[src/request_slot_lifecycle_table_top_defines.svh]
// ----------------------------------------------------------------------------
// request slot lifecycle table assertion macros
// shared property wrappers for the rtl checks, clocked on clk, off in rst
// ----------------------------------------------------------------------------
`ifndef REQUEST_SLOT_LIFECYCLE_TABLE_TOP_DEFINES_SVH
`define REQUEST_SLOT_LIFECYCLE_TABLE_TOP_DEFINES_SVH

// consequent checked in the same cycle as the antecedent
`define RSLT_ASSERT_SAME(label, ante, cons, msg) \
  label: assert property (@(posedge clk) disable iff (rst) (ante) |-> (cons)) \
    else $error(msg);

// consequent checked in the cycle after the antecedent
`define RSLT_ASSERT_NEXT(label, ante, cons, msg) \
  label: assert property (@(posedge clk) disable iff (rst) (ante) |=> (cons)) \
    else $error(msg);

`endif

[src/rslt_pkg.sv]
// ----------------------------------------------------------------------------
// rslt_pkg
// types, codes and helpers shared by the request slot table modules
// ----------------------------------------------------------------------------
package rslt_pkg;

  // table geometry
  localparam int SLOTS  = 16;
  localparam int IDX_W  = $clog2(SLOTS);

  // field widths
  localparam int CMD_W  = 2;
  localparam int SLOT_W = 4;
  localparam int KIND_W = 8;
  localparam int TAG_W  = 32;
  localparam int STAT_W = 2;

  // stream payload widths, padded to whole bytes
  localparam int IN_BITS    = CMD_W + SLOT_W + KIND_W + TAG_W;
  localparam int OUT_BITS   = STAT_W + SLOT_W + KIND_W + TAG_W;
  localparam int IN_DATA_W  = ((IN_BITS + 7) / 8) * 8;
  localparam int OUT_DATA_W = ((OUT_BITS + 7) / 8) * 8;

  // command codes
  typedef enum logic [CMD_W-1:0] {
    CMD_ENQUEUE = 2'd0,
    CMD_DEQUEUE = 2'd1,
    CMD_DONE    = 2'd2,
    CMD_QUERY   = 2'd3
  } cmd_t;

  // result status codes
  typedef enum logic [STAT_W-1:0] {
    RES_OK    = 2'd0,
    RES_FAIL  = 2'd1,
    RES_PARAM = 2'd2
  } res_status_t;

  // slot lifecycle states
  typedef enum logic [1:0] {
    SLOT_FREE   = 2'd0,
    SLOT_QUEUED = 2'd1,
    SLOT_TAKEN  = 2'd2,
    SLOT_DONE   = 2'd3
  } slot_state_t;

  // controller to datapath commands
  typedef struct packed {
    logic capture;  // latch the accepted input transfer
    logic commit;   // apply the command and load the result register
  } dp_cmd_t;

  // priority search result
  typedef struct packed {
    logic             hit;
    logic [IDX_W-1:0] idx;
  } find_t;

  // lowest set bit of a slot vector
  function automatic find_t find_first(input logic [SLOTS-1:0] vec);
    find_t r;
    r.hit = 1'b0;
    r.idx = '0;
    for (int i = SLOTS - 1; i >= 0; i--) begin
      if (vec[i]) begin
        r.hit = 1'b1;
        r.idx = IDX_W'(i);
      end
    end
    return r;
  endfunction

endpackage

[src/request_slot_lifecycle_table_top.sv]
// ----------------------------------------------------------------------------
// request_slot_lifecycle_table_top
// table of request slots cycling free, queued, taken, done under four commands
// ----------------------------------------------------------------------------
//   channel   dir  signals                     contents
//   s_*       in   s_tvalid s_tready s_tdata   command, slot_index, kind, tag
//   m_*       out  m_tvalid m_tready m_tdata   status, slot, out_kind, out_tag
//
// one item at a time: the transfer is latched while idle, then the parallel
// priority searches over the slot state flops and the write-back run in exec.
// the result sits in an output register; a stalled output holds the next item
// in the execute step until the register is taken.
// reset clears all slot states to free and the search start to zero; kind
// and tag entries are not cleared.
// ----------------------------------------------------------------------------
module request_slot_lifecycle_table_top (
  input  logic                              clk,
  input  logic                              rst,
  input  logic                              s_tvalid,
  output logic                              s_tready,
  // command[1:0], slot_index[5:2], request_kind[13:6], request_tag[45:14]
  input  logic [rslt_pkg::IN_DATA_W-1:0]    s_tdata,
  output logic                              m_tvalid,
  input  logic                              m_tready,
  // status[1:0], slot[5:2], out_kind[13:6], out_tag[45:14]
  output logic [rslt_pkg::OUT_DATA_W-1:0]   m_tdata
);

  rslt_pkg::dp_cmd_t dp_cmd;

  // handshake controller
  rslt_ctrl u_ctrl (
    .clk      (clk),
    .rst      (rst),
    .s_tvalid (s_tvalid),
    .s_tready (s_tready),
    .m_tvalid (m_tvalid),
    .m_tready (m_tready),
    .cmd      (dp_cmd)
  );

  // slot table datapath
  rslt_dp u_dp (
    .clk      (clk),
    .rst      (rst),
    .cmd      (dp_cmd),
    .in_data  (s_tdata),
    .out_data (m_tdata)
  );

endmodule

[src/rslt_ctrl.sv]
// ----------------------------------------------------------------------------
// rslt_ctrl
// handshake controller: takes one transfer, waits for the result slot, commits
// ----------------------------------------------------------------------------
`include "request_slot_lifecycle_table_top_defines.svh"

module rslt_ctrl (
  input  logic             clk,
  input  logic             rst,
  input  logic             s_tvalid,
  output logic             s_tready,
  output logic             m_tvalid,
  input  logic             m_tready,
  output rslt_pkg::dp_cmd_t cmd
);

  typedef enum logic {
    S_IDLE,
    S_EXEC
  } state_t;

  state_t state;
  state_t state_next;
  logic   out_valid;
  logic   out_valid_next;

  // handshake and datapath commands
  always_comb begin
    s_tready    = (state == S_IDLE);
    cmd.capture = s_tvalid && s_tready;
    cmd.commit  = (state == S_EXEC) && (!out_valid || m_tready);
  end

  // next state and output valid
  always_comb begin
    state_next     = state;
    out_valid_next = out_valid;
    if (m_tready) begin
      out_valid_next = 1'b0;
    end
    case (state)
      S_IDLE: begin
        if (cmd.capture) begin
          state_next = S_EXEC;
        end
      end
      S_EXEC: begin
        if (cmd.commit) begin
          state_next     = S_IDLE;
          out_valid_next = 1'b1;
        end
      end
      default: begin
        state_next = S_IDLE;
      end
    endcase
  end

  // state and registered outputs
  always_ff @(posedge clk) begin
    if (rst) begin
      state     <= S_IDLE;
      out_valid <= 1'b0;
    end else begin
      state     <= state_next;
      out_valid <= out_valid_next;
    end
  end

  assign m_tvalid = out_valid;

  // checks
  `RSLT_ASSERT_NEXT(a_no_second_take, cmd.capture, !s_tready, "transfer taken while busy")
  `RSLT_ASSERT_NEXT(a_commit_shows, cmd.commit, m_tvalid, "committed result not presented")
  `RSLT_ASSERT_SAME(a_no_overwrite, m_tvalid && !m_tready, !cmd.commit, "result overwritten")

endmodule

[src/rslt_dp.sv]
// ----------------------------------------------------------------------------
// rslt_dp
// slot table datapath: state flops, kind and tag store, searches, result reg
// ----------------------------------------------------------------------------
`include "request_slot_lifecycle_table_top_defines.svh"

module rslt_dp (
  input  logic                                  clk,
  input  logic                                  rst,
  input  rslt_pkg::dp_cmd_t                     cmd,
  input  logic [rslt_pkg::IN_DATA_W-1:0]        in_data,
  output logic [rslt_pkg::OUT_DATA_W-1:0]       out_data
);

  // captured input fields
  rslt_pkg::cmd_t                in_cmd;
  logic [rslt_pkg::SLOT_W-1:0]   in_idx;
  logic [rslt_pkg::KIND_W-1:0]   in_kind;
  logic [rslt_pkg::TAG_W-1:0]    in_tag;

  // table storage
  rslt_pkg::slot_state_t [rslt_pkg::SLOTS-1:0] slot_state;
  logic [rslt_pkg::KIND_W-1:0] kind_mem [rslt_pkg::SLOTS];
  logic [rslt_pkg::TAG_W-1:0]  tag_mem  [rslt_pkg::SLOTS];
  logic [rslt_pkg::IDX_W-1:0]  search_start;

  // search vectors
  logic [rslt_pkg::SLOTS-1:0] free_vec;
  logic [rslt_pkg::SLOTS-1:0] queued_vec;
  logic [rslt_pkg::SLOTS-1:0] match_vec;
  logic [rslt_pkg::SLOTS-1:0] upper_vec;
  rslt_pkg::find_t            free_hi;
  rslt_pkg::find_t            free_any;
  rslt_pkg::find_t            enq_pick;
  rslt_pkg::find_t            deq_pick;
  rslt_pkg::find_t            qry_pick;
  logic                       done_ok;

  // next result and write controls
  rslt_pkg::res_status_t       res_status_next;
  logic [rslt_pkg::SLOT_W-1:0] res_slot_next;
  logic [rslt_pkg::KIND_W-1:0] res_kind_next;
  logic [rslt_pkg::TAG_W-1:0]  res_tag_next;
  logic                        st_we;
  logic                        mem_we;
  logic [rslt_pkg::IDX_W-1:0]  wr_idx;
  rslt_pkg::slot_state_t       wr_state;

  // result register
  rslt_pkg::res_status_t       res_status;
  logic [rslt_pkg::SLOT_W-1:0] res_slot;
  logic [rslt_pkg::KIND_W-1:0] res_kind;
  logic [rslt_pkg::TAG_W-1:0]  res_tag;

  // input capture
  always_ff @(posedge clk) begin
    if (cmd.capture) begin
      in_cmd  <= rslt_pkg::cmd_t'(in_data[1:0]);
      in_idx  <= in_data[5:2];
      in_kind <= in_data[13:6];
      in_tag  <= in_data[45:14];
    end
  end

  // per-slot match vectors
  always_comb begin
    for (int i = 0; i < rslt_pkg::SLOTS; i++) begin
      free_vec[i]   = (slot_state[i] == rslt_pkg::SLOT_FREE);
      queued_vec[i] = (slot_state[i] == rslt_pkg::SLOT_QUEUED);
      match_vec[i]  = (slot_state[i] == rslt_pkg::SLOT_DONE) &&
                      (kind_mem[i] == in_kind) && (tag_mem[i] == in_tag);
      upper_vec[i]  = (rslt_pkg::IDX_W'(i) >= search_start);
    end
  end

  // priority searches; circular enqueue search prefers slots at or above start
  always_comb begin
    free_hi  = rslt_pkg::find_first(free_vec & upper_vec);
    free_any = rslt_pkg::find_first(free_vec);
    enq_pick = free_hi.hit ? free_hi : free_any;
    deq_pick = rslt_pkg::find_first(queued_vec);
    qry_pick = rslt_pkg::find_first(match_vec);
    done_ok  = ({1'b0, in_idx} < (rslt_pkg::SLOT_W + 1)'(rslt_pkg::SLOTS)) &&
               (slot_state[in_idx[rslt_pkg::IDX_W-1:0]] == rslt_pkg::SLOT_TAKEN);
  end

  // command decode
  always_comb begin
    res_status_next = rslt_pkg::RES_FAIL;
    res_slot_next   = '0;
    res_kind_next   = '0;
    res_tag_next    = '0;
    st_we           = 1'b0;
    mem_we          = 1'b0;
    wr_idx          = '0;
    wr_state        = rslt_pkg::SLOT_FREE;
    case (in_cmd)
      rslt_pkg::CMD_ENQUEUE: begin
        if (enq_pick.hit) begin
          res_status_next = rslt_pkg::RES_OK;
          res_slot_next   = rslt_pkg::SLOT_W'(enq_pick.idx);
          st_we           = 1'b1;
          mem_we          = 1'b1;
          wr_idx          = enq_pick.idx;
          wr_state        = rslt_pkg::SLOT_QUEUED;
        end
      end
      rslt_pkg::CMD_DEQUEUE: begin
        if (deq_pick.hit) begin
          res_status_next = rslt_pkg::RES_OK;
          res_slot_next   = rslt_pkg::SLOT_W'(deq_pick.idx);
          res_kind_next   = kind_mem[deq_pick.idx];
          res_tag_next    = tag_mem[deq_pick.idx];
          st_we           = 1'b1;
          wr_idx          = deq_pick.idx;
          wr_state        = rslt_pkg::SLOT_TAKEN;
        end
      end
      rslt_pkg::CMD_DONE: begin
        if (done_ok) begin
          res_status_next = rslt_pkg::RES_OK;
          res_slot_next   = in_idx;
          st_we           = 1'b1;
          wr_idx          = in_idx[rslt_pkg::IDX_W-1:0];
          wr_state        = rslt_pkg::SLOT_DONE;
        end
      end
      rslt_pkg::CMD_QUERY: begin
        if (in_tag == '0) begin
          res_status_next = rslt_pkg::RES_PARAM;
        end else if (qry_pick.hit) begin
          res_status_next = rslt_pkg::RES_OK;
          res_slot_next   = rslt_pkg::SLOT_W'(qry_pick.idx);
          st_we           = 1'b1;
          wr_idx          = qry_pick.idx;
          wr_state        = rslt_pkg::SLOT_FREE;
        end
      end
      default: begin
        res_status_next = rslt_pkg::RES_FAIL;
      end
    endcase
  end

  // slot states and enqueue search start
  always_ff @(posedge clk) begin
    if (rst) begin
      slot_state   <= {rslt_pkg::SLOTS{rslt_pkg::SLOT_FREE}};
      search_start <= '0;
    end else if (cmd.commit) begin
      if (st_we) begin
        slot_state[wr_idx] <= wr_state;
      end
      if (mem_we) begin
        search_start <= wr_idx;
      end
    end
  end

  // kind and tag store
  always_ff @(posedge clk) begin
    if (cmd.commit && mem_we) begin
      kind_mem[wr_idx] <= in_kind;
      tag_mem[wr_idx]  <= in_tag;
    end
  end

  // result register
  always_ff @(posedge clk) begin
    if (cmd.commit) begin
      res_status <= res_status_next;
      res_slot   <= res_slot_next;
      res_kind   <= res_kind_next;
      res_tag    <= res_tag_next;
    end
  end

  assign out_data = {(rslt_pkg::OUT_DATA_W - rslt_pkg::OUT_BITS)'(0),
                     res_tag, res_kind, res_slot, res_status};

  // checks
  `RSLT_ASSERT_NEXT(a_idle_table, !cmd.commit, $stable(slot_state), "table changed without commit")
  `RSLT_ASSERT_NEXT(a_fail_keeps, cmd.commit && res_status_next != rslt_pkg::RES_OK, $stable(slot_state), "failed command changed table")
  `RSLT_ASSERT_NEXT(a_enq_start, cmd.commit && mem_we, search_start == $past(wr_idx) && slot_state[search_start] == rslt_pkg::SLOT_QUEUED, "enqueue slot not queued")

endmodule
[config.mk]
export PLATFORM = sky130hd
export DESIGN_NAME = request_slot_lifecycle_table_top
export DESIGN_NICKNAME = d
export VERILOG_FILES = /design/src/rslt_pkg.sv /design/src/request_slot_lifecycle_table_top.sv /design/src/rslt_ctrl.sv /design/src/rslt_dp.sv
export VERILOG_INCLUDE_DIRS = /design/src /design/src/src
export SDC_FILE = /design/constraint.sdc
export NUM_CORES = 1
export LEC_CHECK = 0
export BUFFER_PORTS_ARGS = -buffer_cell sky130_fd_sc_hd__buf_2
export CORE_MARGIN = 2
export CORE_UTILIZATION = 45
export DETAILED_ROUTE_END_ITERATION = 16
export PLACE_DENSITY = 0.7
export SYNTH_ARGS = -nofsm -noshare
export SYNTH_HDL_FRONTEND = slang
export SYNTH_SLANG_ARGS = --single-unit
[constraint.sdc]
create_clock -name clk -period 12.4 [get_ports clk]
set_input_delay 2.48 -clock clk [delete_from_list [all_inputs] [get_ports clk]]
set_output_delay 2.48 -clock clk [all_outputs]
set_load 0.02 [all_outputs]
==> impl_metrics.py <==
metrics = {
    "synthesis": {
        "synth_edf_count": 732,
        "syn-mean-instance-area_um2": 11.0,
        "ys_types": 71,
        "async_reset_ff_frac": 0,
        "yosysWarnings": 0,
        "synth_area_um2": 40200,
        "synth-seq-cells": 770,
        "synth_cells": 3659,
        "yosysSeqAreaShare": 0.565,
        "ys.flop_type": "edfxtp_1",
    },
    "clock_tree": {
        "cts_hold_buf": 0,
        "cts_tree": "done",
        "cts_buffer_depth": 3,
        "post_cts_buffers": 0,
        "clk_latency_ps": 680,
        "numCtsBuffers": 86,
        "clockRootBuffer": "clkbuf_16",
        "cts-htree-levels": 3,
        "clk_pin_slew_worst_paths_ps": 60,
        "ctsResizeCount": 0,
        "cts_sinks": 770,
    },
    "critical_path": {
        "r2r_slack_ps": 5770,
        "r2r_start": "u_dp.in_tag[6]",
        "critPathArrivalTime_ps": 6910,
        "critPathLaunchType": "flip-flop",
        "critPathMaxFanout": 40,
        "path_class": "reg -> reg",
        "endpoint_kind": "flip-flop",
        "reg2reg_depth": 14,
        "reg2reg_to": "u_dp.tag_mem[13][26]",
        "required_ps": 12690,
    },
    "route": {
        "firstDrtPassIters": 7,
        "drc": 0,
        "postRouteAntennaNets": 0,
        "drt-total-wl_um": 156000,
        "vias": 31937,
        "post_drt_via_cell_ratio": 6.48,
        "wl_per_cell_um": 31.6,
        "drt_iter0_drc": 5562,
    },
    "timing": {
        "slew_viol_final": 0,
        "rsz0062_at_grt": "false",
        "fin_worst_skew_ps": 45.2,
        "fin_crit_sh": 0.535,
        "period_minus_slack_ps": 6630,
        "finalHoldViolCount": 0,
        "fmax_ghz": 0.151,
        "finalSetupViolations": 0,
        "worst_pin_slew_ps": 1400,
        "setup-tns-final_ps": 0,
        "slew_headroom": 0.0610,
        "fin_hold_ws_ps": 506,
    },
    "power": {
        "power.total_uw": 6060,
        "peakVddDrop_mv": 0.0995,
        "power_density_nw_per_um2": 135,
        "power.leakage_uw": 0.0155,
    },
    "die": {
        "core_um2": 88500,
        "rows": 109,
        "dieHeight_um": 303,
        "die_area_um2": 91900,
        "die_w_um": 303,
        "start_util": 0.455,
        "ios": 102,
    },
    "worst_hold_path": {
        "holdPathStages": 2,
        "hold_path_class": "reg -> reg",
        "min_to": "u_ctrl.m_tvalid",
        "hp-start": "u_ctrl.m_tvalid",
    },
    "layout": {
        "multiInputGateArea_um2": 16600,
        "fillers": 7740,
        "areaGrowthSynthToFinish_pct": 11.8,
        "regArea_um2": 22700,
        "nNetsFinal": 3748,
        "drive_gt1_frac": 0.0943,
        "antenna_cells": 0,
    },
    "flow_run": {
        "maxCapViolCount": 0,
    },
    "placement": {
        "io_buffers": 97,
        "dp_hpwl_um": 110000,
        "gp_routability_congestion": 1.06,
    },
    "global_routing": {
        "grtUsageTotal": 0.333,
        "grt_pass1_vias": 28802,
        "grt_max_degree": 121,
        "grt-ovfl-total": 0,
        "grt_pass1_wl_um": 216000,
        "antenna_found_initial": 2,
    },
    "status": {
        "status": "finished, final reports clean",
    },
}
-- sequential cells by signal (all words and copies together), names as in the netlist --
name               count
u_dp.tag_mem         512
u_dp.kind_mem        128
u_dp.in_tag           32
u_dp.res_tag          32
u_dp.slot_state       32
u_dp.in_kind           8
u_dp.res_kind          8
u_dp.in_idx            4
u_dp.res_slot          4
u_dp.search_start      4
u_dp.in_cmd            2
u_dp.res_status        2
u_ctrl.m_tvalid        1
u_ctrl.state           1
-- critical path, cell delays in order (launching register included) --
cell	delay, ps
edfxtp_1	790
buf_4	550
xor2_1	230
nor4_1	310
nand4_1	160
nor3_1	880
a211oi_1	240
o311ai_0	510
nand3_1	260
nor2b_1	320
buf_4	250
inv_1	430
nand2_1	510
nor2_4	190
buf_4	540
-- through the flow --
step	utilization	setup WS [ps]	area, um^2	std cells
3_3_place_gp	0.475	6080	42100	4773
4_1_cts	0.508	6070	45000	4931
6_report	0.508	5770	45000	4931
5_1_grt	0.508	5910	45000	4931
3_5_place_dp	0.475	6080	42100	4773
2_1_floorplan	-	5610	40300	3660
-- logic make-up (layout without fill, tap and decap cells) --
group | after synthesis | count (layout) | share of synthesized area
muxes | 19 | 19 | 0.00504
other | 1 | 2 | 0.0000932
buffers and inverters | 270 | 376 | 0.0283
and+or+nand+nor | 1645 | 1645 | 0.202
xor gates and xnor gates | 615 | 615 | 0.134
DFF | 770 | 770 | 0.565
AOI/OAI and AO/OA | 339 | 339 | 0.0659
-- final cells by class --
class / instances / share of cell area
sequential: 770 / 0.505
inverter: 38 / 0.00317
tap: 1165 / 0.0324
multi-input combinational: 2620 / 0.368
clock inverter: 54 / 0.0136
clock buffer: 104 / 0.0517
timing repair buffer: 180 / 0.0257
-- synthesized netlist by cell type, types with 9 or more instances --
cell       count  share of area
edfxtp_1     732           0.55
nand2_1      680          0.063
xor2_1       583           0.13
nor4_1       270          0.042
nand3_1      198          0.025
clkbuf_1     139          0.013
a311oi_1     121          0.026
nor2_1        99         0.0092
and3_1        84          0.013
nand4_1       84          0.013
buf_2         82          0.010
nor2b_1       70          0.011
nor3_1        63         0.0078
a211oi_1      50         0.0093
a31oi_1       43         0.0067
nand2b_1      42         0.0065
dfxtp_1       38          0.019
inv_1         38         0.0035
xnor2_1       32         0.0070
a21oi_1       24         0.0030
a221oi_1      18         0.0039
mux2i_1       18         0.0045
a2111oi_0     11         0.0024
o21ai_0       11         0.0014
o22ai_1        9         0.0014
o311ai_0       9         0.0020
-- cells in the final DEF, fill, tap and decap left out, types with 43 or more instances in the layout --
cell and count:
nor3_1 63, a211oi_1 50, buf_2 97, clkbuf_16 91, nor2b_1 69, nand3_1 197
nand4_1 84, edfxtp_1 732, xor2_1 583, nor2_1 83, a311oi_1 121, buf_4 79
and3_1 84, nor4_1 270, nand2_1 679, a31oi_1 43
-- power breakdown --
group	internal (uW)	switching [uW]
logic	104	354
registers	2880	17.9
clock network	1590	1120
total	4570	1490
-- worst max-delay path by stage --
stage / from / to / slack, ps / cells past startpoint
after global placement: u_dp.in_tag[6] / u_dp.tag_mem[15][26] / 6080 / 14
after floorplan: m_tready / u_dp.kind_mem[4][0] / 5610 / 7
after global routing: u_dp.in_tag[6] / u_dp.kind_mem[15][5] / 5910 / 14
after CTS: u_dp.in_tag[6] / u_dp.kind_mem[13][5] / 6070 / 14
after detailed placement: u_dp.in_tag[6] / u_dp.kind_mem[13][7] / 6080 / 14
final: u_dp.in_tag[6] / u_dp.tag_mem[13][26] / 5770 / 14
-- metal layers --
| layer | global-route usage | vias to the layer above | share of wire |
|---|---|---|---|
| met2 | 0.449 | 2349 | 0.40 |
| met3 | 0.136 | 187 | 0.16 |
| li1 | - | 13614 | - |
| met1 | 0.491 | 15787 | 0.41 |
| met4 | 0.0878 | 0 | 0.025 |
| met5 | 0 | - | 0 |
Power figures use the tool's default switching activity.
